`config.mk`:
```
export PLATFORM = sky130hd
export DESIGN_NAME = barometer_compensation_unit
export DESIGN_NICKNAME = d
export VERILOG_FILES = /design/src/rtl/bcu_pkg.sv /design/src/rtl/barometer_compensation_unit.sv
export SDC_FILE = /design/constraint.sdc
export NUM_CORES = 2
export LEC_CHECK = 0
export ABC_CLOCK_PERIOD_IN_PS = 27000
export BUFFER_PORTS_ARGS = -buffer_cell sky130_fd_sc_hd__buf_2
export CORE_UTILIZATION = 40
export CTS_CLUSTER_SIZE = 10
export DETAILED_ROUTE_END_ITERATION = 10
export GPL_TIMING_DRIVEN = 0
export PLACE_DENSITY_LB_ADDON = 0.08
export SLEW_MARGIN = 20
export SYNTH_ARGS = -nofsm -noshare
export SYNTH_HDL_FRONTEND = slang
export SYNTH_SLANG_ARGS = --single-unit
```
`constraint.sdc`:
```
create_clock -name clk_i -period 27 [get_ports clk_i]
set_input_delay 1.35 -clock clk_i [delete_from_list [all_inputs] [get_ports clk_i]]
set_output_delay 1.35 -clock clk_i [all_outputs]
set_load 0.005 [all_outputs]
```
`src/rtl/bcu_pkg.sv`:
```
// ----------------------------------------------------------------------------
// Barometer compensation package
// Register map, operation codes and compensation constants.
// ----------------------------------------------------------------------------
`timescale 1ns / 1ps
`default_nettype none
package bcu_pkg;

  localparam int unsigned AddrW = 6;
  localparam int unsigned DataW = 64;

  localparam logic [2:0] REG_AC123 = 3'd0;
  localparam logic [2:0] REG_AC456 = 3'd1;
  localparam logic [2:0] REG_B12   = 3'd2;
  localparam logic [2:0] REG_MCMD  = 3'd3;
  localparam logic [2:0] REG_OSS   = 3'd4;

  localparam logic OP_TEMP  = 1'b0;
  localparam logic OP_PRESS = 1'b1;

  localparam logic [31:0] B6_OFFSET = 32'd4000;
  localparam logic [31:0] P_C1      = 32'd3038;
  localparam logic [31:0] P_C2_NEG  = 32'hFFFF_E343;
  localparam logic [31:0] P_C3      = 32'd3791;
  localparam logic [31:0] P_SCALE   = 32'd50000;
  localparam logic [31:0] P_HALF    = 32'h8000_0000;

endpackage
`default_nettype wire

```
`src/rtl/barometer_compensation_unit.sv`:
```
// ----------------------------------------------------------------------------
// Barometer compensation unit
// Turns raw temperature and pressure readings into 0.1 C and pascal values.
// ----------------------------------------------------------------------------
// One item at a time, computed with a 32-step radix-2 divider and a single
// 32x32 multiplier shared by all product terms. in_ready_o is high only while
// the sequencer is idle; a finished result sits in the output register and the
// next item is taken meanwhile. Calibration registers sit on an APB port at
// byte address 8*i and must be written while no item is in flight.
`timescale 1ns / 1ps
`default_nettype none
module barometer_compensation_unit (
  input  wire logic                      clk_i,
  input  wire logic                      rst_ni,
  input  wire logic                      psel,
  input  wire logic                      penable,
  input  wire logic                      pwrite,
  input  wire logic [bcu_pkg::AddrW-1:0] paddr,
  input  wire logic [bcu_pkg::DataW-1:0] pwdata,
  output logic      [bcu_pkg::DataW-1:0] prdata,
  output logic                           pready,
  input  wire logic                      in_valid_i,
  output logic                           in_ready_o,
  input  wire logic                      operation_i,
  input  wire logic [23:0]               raw_reading_i,
  output logic                           out_valid_o,
  input  wire logic                      out_ready_i,
  output logic                           result_kind_o,
  output logic signed [31:0]             compensated_value_o,
  output logic                           divide_fault_o
);

  localparam logic [4:0] S_IDLE  = 5'd0;
  localparam logic [4:0] S_T_MUL = 5'd1;
  localparam logic [4:0] S_T_X1  = 5'd2;
  localparam logic [4:0] S_T_CHK = 5'd3;
  localparam logic [4:0] S_DIV   = 5'd4;
  localparam logic [4:0] S_T_FIN = 5'd5;
  localparam logic [4:0] S_P_B6  = 5'd6;
  localparam logic [4:0] S_P_SQ  = 5'd7;
  localparam logic [4:0] S_P_M1  = 5'd8;
  localparam logic [4:0] S_P_M2  = 5'd9;
  localparam logic [4:0] S_P_M3  = 5'd10;
  localparam logic [4:0] S_P_M4  = 5'd11;
  localparam logic [4:0] S_P_M5  = 5'd12;
  localparam logic [4:0] S_P_M6  = 5'd13;
  localparam logic [4:0] S_P_M7  = 5'd14;
  localparam logic [4:0] S_P_M8  = 5'd15;
  localparam logic [4:0] S_P_CHK = 5'd16;
  localparam logic [4:0] S_P_P   = 5'd17;
  localparam logic [4:0] S_P_H   = 5'd18;
  localparam logic [4:0] S_P_HH  = 5'd19;
  localparam logic [4:0] S_P_X1  = 5'd20;
  localparam logic [4:0] S_P_FIN = 5'd21;
  localparam logic [4:0] S_OUT   = 5'd22;

  logic [47:0] ac123_q, ac456_q;
  logic [31:0] b12_q, mcmd_q;
  logic [1:0]  oss_q;
  logic [31:0] b5_q, b5_d;

  logic [4:0]  state_q, state_d;
  logic        kind_q;
  logic [23:0] raw_q;
  logic [31:0] prod_q, mul_a, mul_b, prod_w;
  logic [31:0] prod_sh11, prod_sh16;
  logic [31:0] x1_q, x1_d, b6_q, b6_d, sq_q, sq_d, acc_q, acc_d;
  logic [31:0] b3_q, b3_d, b4_q, b4_d, b7_q, b7_d, p_q, p_d;
  logic [31:0] rem_q, rem_d, quo_q, quo_d, den_q, den_d;
  logic [4:0]  cnt_q, cnt_d;
  logic        neg_q, neg_d;
  logic [31:0] res_val_q, res_val_d;
  logic        res_flt_q, res_flt_d;
  logic        out_load;

  logic [2:0]  cfg_idx;
  logic        cfg_wr;

  logic [31:0] ac1, ac2, ac3, ac4, ac5, ac6, b1, b2, mc, md;
  logic [31:0] up, scale, tden, tnum, b3_sum, b3_sh, x3b, x2t, b5_new, t_sh;
  logic [32:0] rem_sh;

  assign cfg_idx = paddr[5:3];
  assign cfg_wr  = psel & penable & pwrite & pready;
  assign pready  = 1'b1;

  always_comb begin
    unique case (cfg_idx)
      bcu_pkg::REG_AC123: prdata = {16'd0, ac123_q};
      bcu_pkg::REG_AC456: prdata = {16'd0, ac456_q};
      bcu_pkg::REG_B12:   prdata = {32'd0, b12_q};
      bcu_pkg::REG_MCMD:  prdata = {32'd0, mcmd_q};
      bcu_pkg::REG_OSS:   prdata = {62'd0, oss_q};
      default:            prdata = '0;
    endcase
  end

  always_ff @(posedge clk_i or negedge rst_ni) begin
    if (!rst_ni) begin
      ac123_q <= '0;
      ac456_q <= '0;
      b12_q   <= '0;
      mcmd_q  <= '0;
      oss_q   <= '0;
    end else if (cfg_wr) begin
      unique case (cfg_idx)
        bcu_pkg::REG_AC123: ac123_q <= pwdata[47:0];
        bcu_pkg::REG_AC456: ac456_q <= pwdata[47:0];
        bcu_pkg::REG_B12:   b12_q   <= pwdata[31:0];
        bcu_pkg::REG_MCMD:  mcmd_q  <= pwdata[31:0];
        bcu_pkg::REG_OSS:   oss_q   <= pwdata[1:0];
        default: ;
      endcase
    end
  end

  assign ac1 = {{16{ac123_q[47]}}, ac123_q[47:32]};
  assign ac2 = {{16{ac123_q[31]}}, ac123_q[31:16]};
  assign ac3 = {{16{ac123_q[15]}}, ac123_q[15:0]};
  assign ac4 = {16'd0, ac456_q[47:32]};
  assign ac5 = {16'd0, ac456_q[31:16]};
  assign ac6 = {16'd0, ac456_q[15:0]};
  assign b1  = {{16{b12_q[31]}}, b12_q[31:16]};
  assign b2  = {{16{b12_q[15]}}, b12_q[15:0]};
  assign mc  = {{16{mcmd_q[31]}}, mcmd_q[31:16]};
  assign md  = {{16{mcmd_q[15]}}, mcmd_q[15:0]};

  assign prod_sh11 = $signed(prod_q) >>> 11;
  assign prod_sh16 = $signed(prod_q) >>> 16;

  assign up    = {8'd0, raw_q} >> (4'd8 - {2'd0, oss_q});
  assign scale = bcu_pkg::P_SCALE >> oss_q;
  assign tden  = x1_q + md;
  assign tnum  = mc << 11;
  assign b3_sum = ((ac1 << 2) + acc_q) << oss_q;
  assign b3_sh  = b3_sum + 32'd2;
  assign x3b    = acc_q + prod_sh16 + 32'd2;
  assign x2t    = neg_q ? (32'd0 - quo_q) : quo_q;
  assign b5_new = x1_q + x2t;
  assign t_sh   = $signed(b5_new + 32'd8) >>> 4;
  assign rem_sh = {rem_q, quo_q[31]};

  always_comb begin
    unique case (state_q)
      S_T_MUL: begin mul_a = {16'd0, raw_q[15:0]} - ac6; mul_b = ac5; end
      S_P_SQ:  begin mul_a = b6_q;                       mul_b = b6_q; end
      S_P_M1:  begin mul_a = ac2;                        mul_b = b6_q; end
      S_P_M2:  begin mul_a = b2;                         mul_b = sq_q; end
      S_P_M3:  begin mul_a = ac3;                        mul_b = b6_q; end
      S_P_M4:  begin mul_a = b1;                         mul_b = sq_q; end
      S_P_M6:  begin mul_a = ac4;                        mul_b = acc_q + 32'd32768; end
      S_P_M7:  begin mul_a = up - b3_q;                  mul_b = scale; end
      S_P_H:   begin mul_a = $signed(p_q) >>> 8;         mul_b = $signed(p_q) >>> 8; end
      S_P_HH:  begin mul_a = prod_q;                     mul_b = bcu_pkg::P_C1; end
      S_P_X1:  begin mul_a = bcu_pkg::P_C2_NEG;          mul_b = p_q; end
      default: begin mul_a = '0;                         mul_b = '0; end
    endcase
  end

  assign prod_w = mul_a * mul_b;

  always_comb begin
    state_d   = state_q;
    b5_d      = b5_q;
    x1_d      = x1_q;
    b6_d      = b6_q;
    sq_d      = sq_q;
    acc_d     = acc_q;
    b3_d      = b3_q;
    b4_d      = b4_q;
    b7_d      = b7_q;
    p_d       = p_q;
    rem_d     = rem_q;
    quo_d     = quo_q;
    den_d     = den_q;
    cnt_d     = cnt_q;
    neg_d     = neg_q;
    res_val_d = res_val_q;
    res_flt_d = res_flt_q;
    out_load  = 1'b0;
    unique case (state_q)
      S_IDLE: begin
        if (in_valid_i) begin
          state_d = (operation_i == bcu_pkg::OP_PRESS) ? S_P_B6 : S_T_MUL;
        end
      end
      S_T_MUL: state_d = S_T_X1;
      S_T_X1: begin
        x1_d    = $signed(prod_q) >>> 15;
        state_d = S_T_CHK;
      end
      S_T_CHK: begin
        if (tden == '0) begin
          res_val_d = '0;
          res_flt_d = 1'b1;
          state_d   = S_OUT;
        end else begin
          rem_d   = '0;
          quo_d   = tnum[31] ? (32'd0 - tnum) : tnum;
          den_d   = tden[31] ? (32'd0 - tden) : tden;
          neg_d   = tnum[31] ^ tden[31];
          cnt_d   = '0;
          state_d = S_DIV;
        end
      end
      S_DIV: begin
        if (rem_sh >= {1'b0, den_q}) begin
          rem_d = 32'(rem_sh - {1'b0, den_q});
          quo_d = {quo_q[30:0], 1'b1};
        end else begin
          rem_d = rem_sh[31:0];
          quo_d = {quo_q[30:0], 1'b0};
        end
        cnt_d = cnt_q + 5'd1;
        if (cnt_q == 5'd31) begin
          state_d = (kind_q == bcu_pkg::OP_PRESS) ? S_P_P : S_T_FIN;
        end
      end
      S_T_FIN: begin
        b5_d      = b5_new;
        res_val_d = {{16{t_sh[15]}}, t_sh[15:0]};
        res_flt_d = 1'b0;
        state_d   = S_OUT;
      end
      S_P_B6: begin
        b6_d    = b5_q - bcu_pkg::B6_OFFSET;
        state_d = S_P_SQ;
      end
      S_P_SQ: state_d = S_P_M1;
      S_P_M1: begin
        sq_d    = $signed(prod_q) >>> 12;
        state_d = S_P_M2;
      end
      S_P_M2: begin
        acc_d   = $signed(prod_q) >>> 11;
        state_d = S_P_M3;
      end
      S_P_M3: begin
        acc_d   = acc_q + prod_sh11;
        state_d = S_P_M4;
      end
      S_P_M4: begin
        b3_d    = $signed(b3_sh) >>> 2;
        acc_d   = $signed(prod_q) >>> 13;
        state_d = S_P_M5;
      end
      S_P_M5: begin
        acc_d   = $signed(x3b) >>> 2;
        state_d = S_P_M6;
      end
      S_P_M6: state_d = S_P_M7;
      S_P_M7: begin
        b4_d    = prod_q >> 15;
        state_d = S_P_M8;
      end
      S_P_M8: begin
        b7_d    = prod_q;
        state_d = S_P_CHK;
      end
      S_P_CHK: begin
        if (b4_q == '0) begin
          res_val_d = '0;
          res_flt_d = 1'b1;
          state_d   = S_OUT;
        end else begin
          rem_d   = '0;
          quo_d   = (b7_q < bcu_pkg::P_HALF) ? (b7_q << 1) : b7_q;
          den_d   = b4_q;
          cnt_d   = '0;
          state_d = S_DIV;
        end
      end
      S_P_P: begin
        p_d     = (b7_q < bcu_pkg::P_HALF) ? quo_q : (quo_q << 1);
        state_d = S_P_H;
      end
      S_P_H:  state_d = S_P_HH;
      S_P_HH: state_d = S_P_X1;
      S_P_X1: begin
        acc_d   = $signed(prod_q) >>> 16;
        state_d = S_P_FIN;
      end
      S_P_FIN: begin
        res_val_d = p_q + 32'($signed(acc_q + prod_sh16 + bcu_pkg::P_C3) >>> 4);
        res_flt_d = 1'b0;
        state_d   = S_OUT;
      end
      S_OUT: begin
        if (!out_valid_o || out_ready_i) begin
          out_load = 1'b1;
          state_d  = S_IDLE;
        end
      end
      default: state_d = S_IDLE;
    endcase
  end

  assign in_ready_o = (state_q == S_IDLE);

  always_ff @(posedge clk_i or negedge rst_ni) begin
    if (!rst_ni) begin
      state_q     <= S_IDLE;
      b5_q        <= '0;
      out_valid_o <= 1'b0;
    end else begin
      state_q <= state_d;
      b5_q    <= b5_d;
      if (out_load) begin
        out_valid_o <= 1'b1;
      end else if (out_ready_i) begin
        out_valid_o <= 1'b0;
      end
    end
  end

  always_ff @(posedge clk_i) begin
    if (in_valid_i && in_ready_o) begin
      kind_q <= operation_i;
      raw_q  <= raw_reading_i;
    end
    prod_q    <= prod_w;
    x1_q      <= x1_d;
    b6_q      <= b6_d;
    sq_q      <= sq_d;
    acc_q     <= acc_d;
    b3_q      <= b3_d;
    b4_q      <= b4_d;
    b7_q      <= b7_d;
    p_q       <= p_d;
    rem_q     <= rem_d;
    quo_q     <= quo_d;
    den_q     <= den_d;
    cnt_q     <= cnt_d;
    neg_q     <= neg_d;
    res_val_q <= res_val_d;
    res_flt_q <= res_flt_d;
    if (out_load) begin
      result_kind_o       <= kind_q;
      compensated_value_o <= res_val_q;
      divide_fault_o      <= res_flt_q;
    end
  end

endmodule
`default_nettype wire

```
==> flow_summary.yaml <==
synth:
  ys_types: 101
  synth_area_leaders: "edfxtp_1 (20%), fa_1 (14%), dfrtp_1 (8.7%), ha_1 (8.0%), xnor2_1 (5.0%)"
  async_flop_share: 0.3200
  syn_inst: 6066
  synth_edf_count: 393
  synth_area_leader_cell: "edfxtp_1"
  synth_seq_cells: 625
  synth_seq_area_share: 0.3016
  syn_avg_cell_area_um2: 9.538
  synth_top_area_frac: 0.2040
  ys_warn_count: 0
  synthesis.area_um2: 57860
  synth_flop_cell: "edfxtp_1"
worst_setup_path:
  rr_startpoint: "oss_q[0]"
  critical_path.top_delay_family: "adder cells"
  worstPathRequired_ns: 27.56
  cp_common_cell: "xnor2_1"
  critPathLaunchType: "register"
  arrival_ns: 16.97
  cp-end-kind: "register"
  critPathSlowestCell: "buf_1"
  reg2reg_to: "prod_q[31]"
  max_stage_delay_ns: 0.69
  crit_path_max_fanout: 12
  reg2reg_slack_ns: 10.59
  worstSetupPathType: "reg2reg"
  reg2regPathDepth: 52
  path_buf_inv: 8
placement:
  numPortBuffers: 163
  dpl.hpwl_um: 192700
  routabilityCongestion: 1.006
  dp_cells: 8185
sta:
  worst_pin_slew_ns: 1.388
  maxSlewViolCount: 0
  setup_tns_ns: 0
  rsz0062_at_grt: "false"
  setup_viol_count_final: 0
  finalCritPeriodShare: 0.6077
  fmax_mhz: 60.95
  finalCriticalPeriod_ns: 16.41
  skew_ns: 0.02853
  slew_headroom: 0.06935
  final-hold-violation-count: 0
hold_path:
  hp-start: "res_val_q[2]"
  worstHoldEndpoint: "compensated_value_o[2]"
  hold_depth: 0
  hold_path_class: "reg2reg"
cells_and_area:
  layout.cells.non_filler: 8328
  synthToLayoutAreaGrowth_pct: 11.12
  fillCellCount: 14130
  drive_gt1_frac: 0.09731
  layout.nets: 7253
floorplan:
  io_pins: 203
  die_h_um: 382.3
  die-area_um2: 146200
  start_util: 0.4032
  core_um2: 143500
  die_w_um: 382.3
  rows: 139
pwr:
  power.density_nw_per_um2: 145.4
  leakage_nw: 27.10
  ir_drop_mv: 0.1060
clock_tree:
  cts_resized: 0
  numCtsBuffers: 78
  htreeDepth: 3
  clock-sinks: 625
  clk_path_buf_depth: 3
  path_clk_slew_ns: 0.06
  post_cts_buffers: 0
  holdBufCountCts: 0
  tritoncts: "built"
  cts_root_buf: "clkbuf_16"
  clk_latency_ns: 0.70
route:
  drtPass1Iterations: 8
  drt_iter0_drc: 4989
  vias_per_cell: 5.806
  drt-total-wl_um: 235200
  drc: 0
  ant_nets: 0
  via_count: 48350
  wl_per_cell_um: 28.25
flow_run:
  cap_violations: 0
global_route:
  grt_pass1_vias: 46980
  grt_overflow: 0
  gr-usage-all-layers: 0.3188
  grt_start_max_net_pins: 79
  antenna_found_initial: 15
  grt_pass1_wl_um: 336200
run_status:
  status: "complete, no violations"
## stage by stage
stage                     total power [mW]  setup slack, ns  hold slack [ns]    util  cell area, µm²
after CTS                            9.302            10.68           0.3997  0.4480           64270
after floorplan                      6.029            13.87           0.4003       -           57930
after detailed placement             8.189            10.72           0.4045  0.4308           61810
after global routing                 10.01            9.749           0.4143  0.4480           64280
final                                9.348            10.59           0.4049  0.4481           64290
after global placement               8.131            10.58           0.4009  0.4260           61130
## cell usage after synthesis (36+ instances only)
library cell,number
a22oi_1,43
a21oi_1,272
nand2_1,646
nand2b_1,69
o21bai_1,58
fa_1,417
a21o_1,79
and2_1,48
mux2i_1,100
ha_1,371
nor2_1,549
a31oi_1,52
and3_1,50
mux2_2,194
buf_1,44
inv_1,624
a221o_1,49
o21ai_0,229
xnor2_1,333
xor2_1,141
clkbuf_1,194
dfrtp_1,200
a22o_1,62
nand3_1,82
edfxtp_1,393
a211oi_1,50
nor2b_1,47
nor3_1,88
or3_1,36
## where the power goes
group,leakage (nW),internal (mW),switching (mW)
Sequential,6.43,1.38,0.454
Clock,1.18,0.600,0.453
Combinational,19.5,2.46,4.01
Total,27.1,4.43,4.91
## cells by family after synthesis
group,after synthesis,synth area share
other cells,2,0.0001298
simple gates,1775,0.1396
mux,305,0.05934
flops,625,0.3016
compound gates,1195,0.1412
fa+ha+maj,788,0.2245
xor+xnor,479,0.07372
buf+inv,897,0.05997
## cells in the final DEF, fill, tap and decap left out, drive strengths merged, types with 47 or more instances in the layout
cell type  count
nand2        646
inv          629
nor2         552
fa           417
edfxtp       393
ha           371
xnor2        333
clkbuf       320
a21oi        273
buf          272
o21ai        234
dfrtp        200
mux2         194
xor2         141
mux2i        100
nor3          92
nand3         82
a21o          79
nand2b        69
a22o          62
o21bai        58
a31oi         52
a211oi        51
and3          50
and2          50
a221o         49
nor2b         47
## cell type report
cell class | instances | area, µm² | area share
multi-input cells | 4564 | 37210 | 0.5788
flip-flops and latches | 625 | 17450 | 0.2714
inverters | 627 | 2354 | 0.03661
clock inverters | 15 | 219.0 | 0.003406
diodes | 2 | 5.005 | 0.00007785
well taps | 1903 | 2381 | 0.03704
repair buffers | 197 | 1308 | 0.02034
plain buffers | 270 | 1120 | 0.01742
clock buffers | 125 | 2242 | 0.03488
## flip-flops by register name (all words and copies together) (netlist names), 17 cells and up
name / flops
b12_q: 32
p_q: 32
rem_q: 32
b6_q: 32
quo_q: 32
b5_q: 32
b7_q: 32
compensated_value_o: 32
acc_q: 32
b3_q: 30
sq_q: 20
x1_q: 17
res_val_q: 32
ac123_q: 48
raw_q: 24
den_q: 19
mcmd_q: 32
prod_q: 32
ac456_q: 48
b4_q: 17
## how the worst max path moves through the flow
stage,from,end,slack (ns),cells after the start
3_5_place_dp,oss_q[0],prod_q[31],10.72,52
6_report,oss_q[0],prod_q[31],10.59,52
4_1_cts,oss_q[0],prod_q[31],10.68,52
2_1_floorplan,oss_q[0],prod_q[31],13.87,52
3_3_place_gp,oss_q[0],prod_q[31],10.58,51
5_1_grt,oss_q[0],prod_q[31],9.75,52
## layer usage
layer	vias to the layer above	track usage	share of wire
met1	24330	0.4441	0.44
met2	1974	0.4877	0.44
met3	417	0.06361	0.083
met5	-	0	0.000098
met4	4	0.1187	0.043
li1	21630	-	-
## worst register-to-register path: cells and delay by family, from the launching register on
family,cells,cell delay (ns)
multiplexers,1,0.31
AO/OA/AOI/OAI,11,3.04
AND/OR/NAND/NOR,4,0.74
buffers and inverters,8,3.14
XOR/XNOR,18,3.81
adder cells (fa/ha/maj),10,4.76
flip-flops,1,0.53
Power figures use the tool's default switching activity.
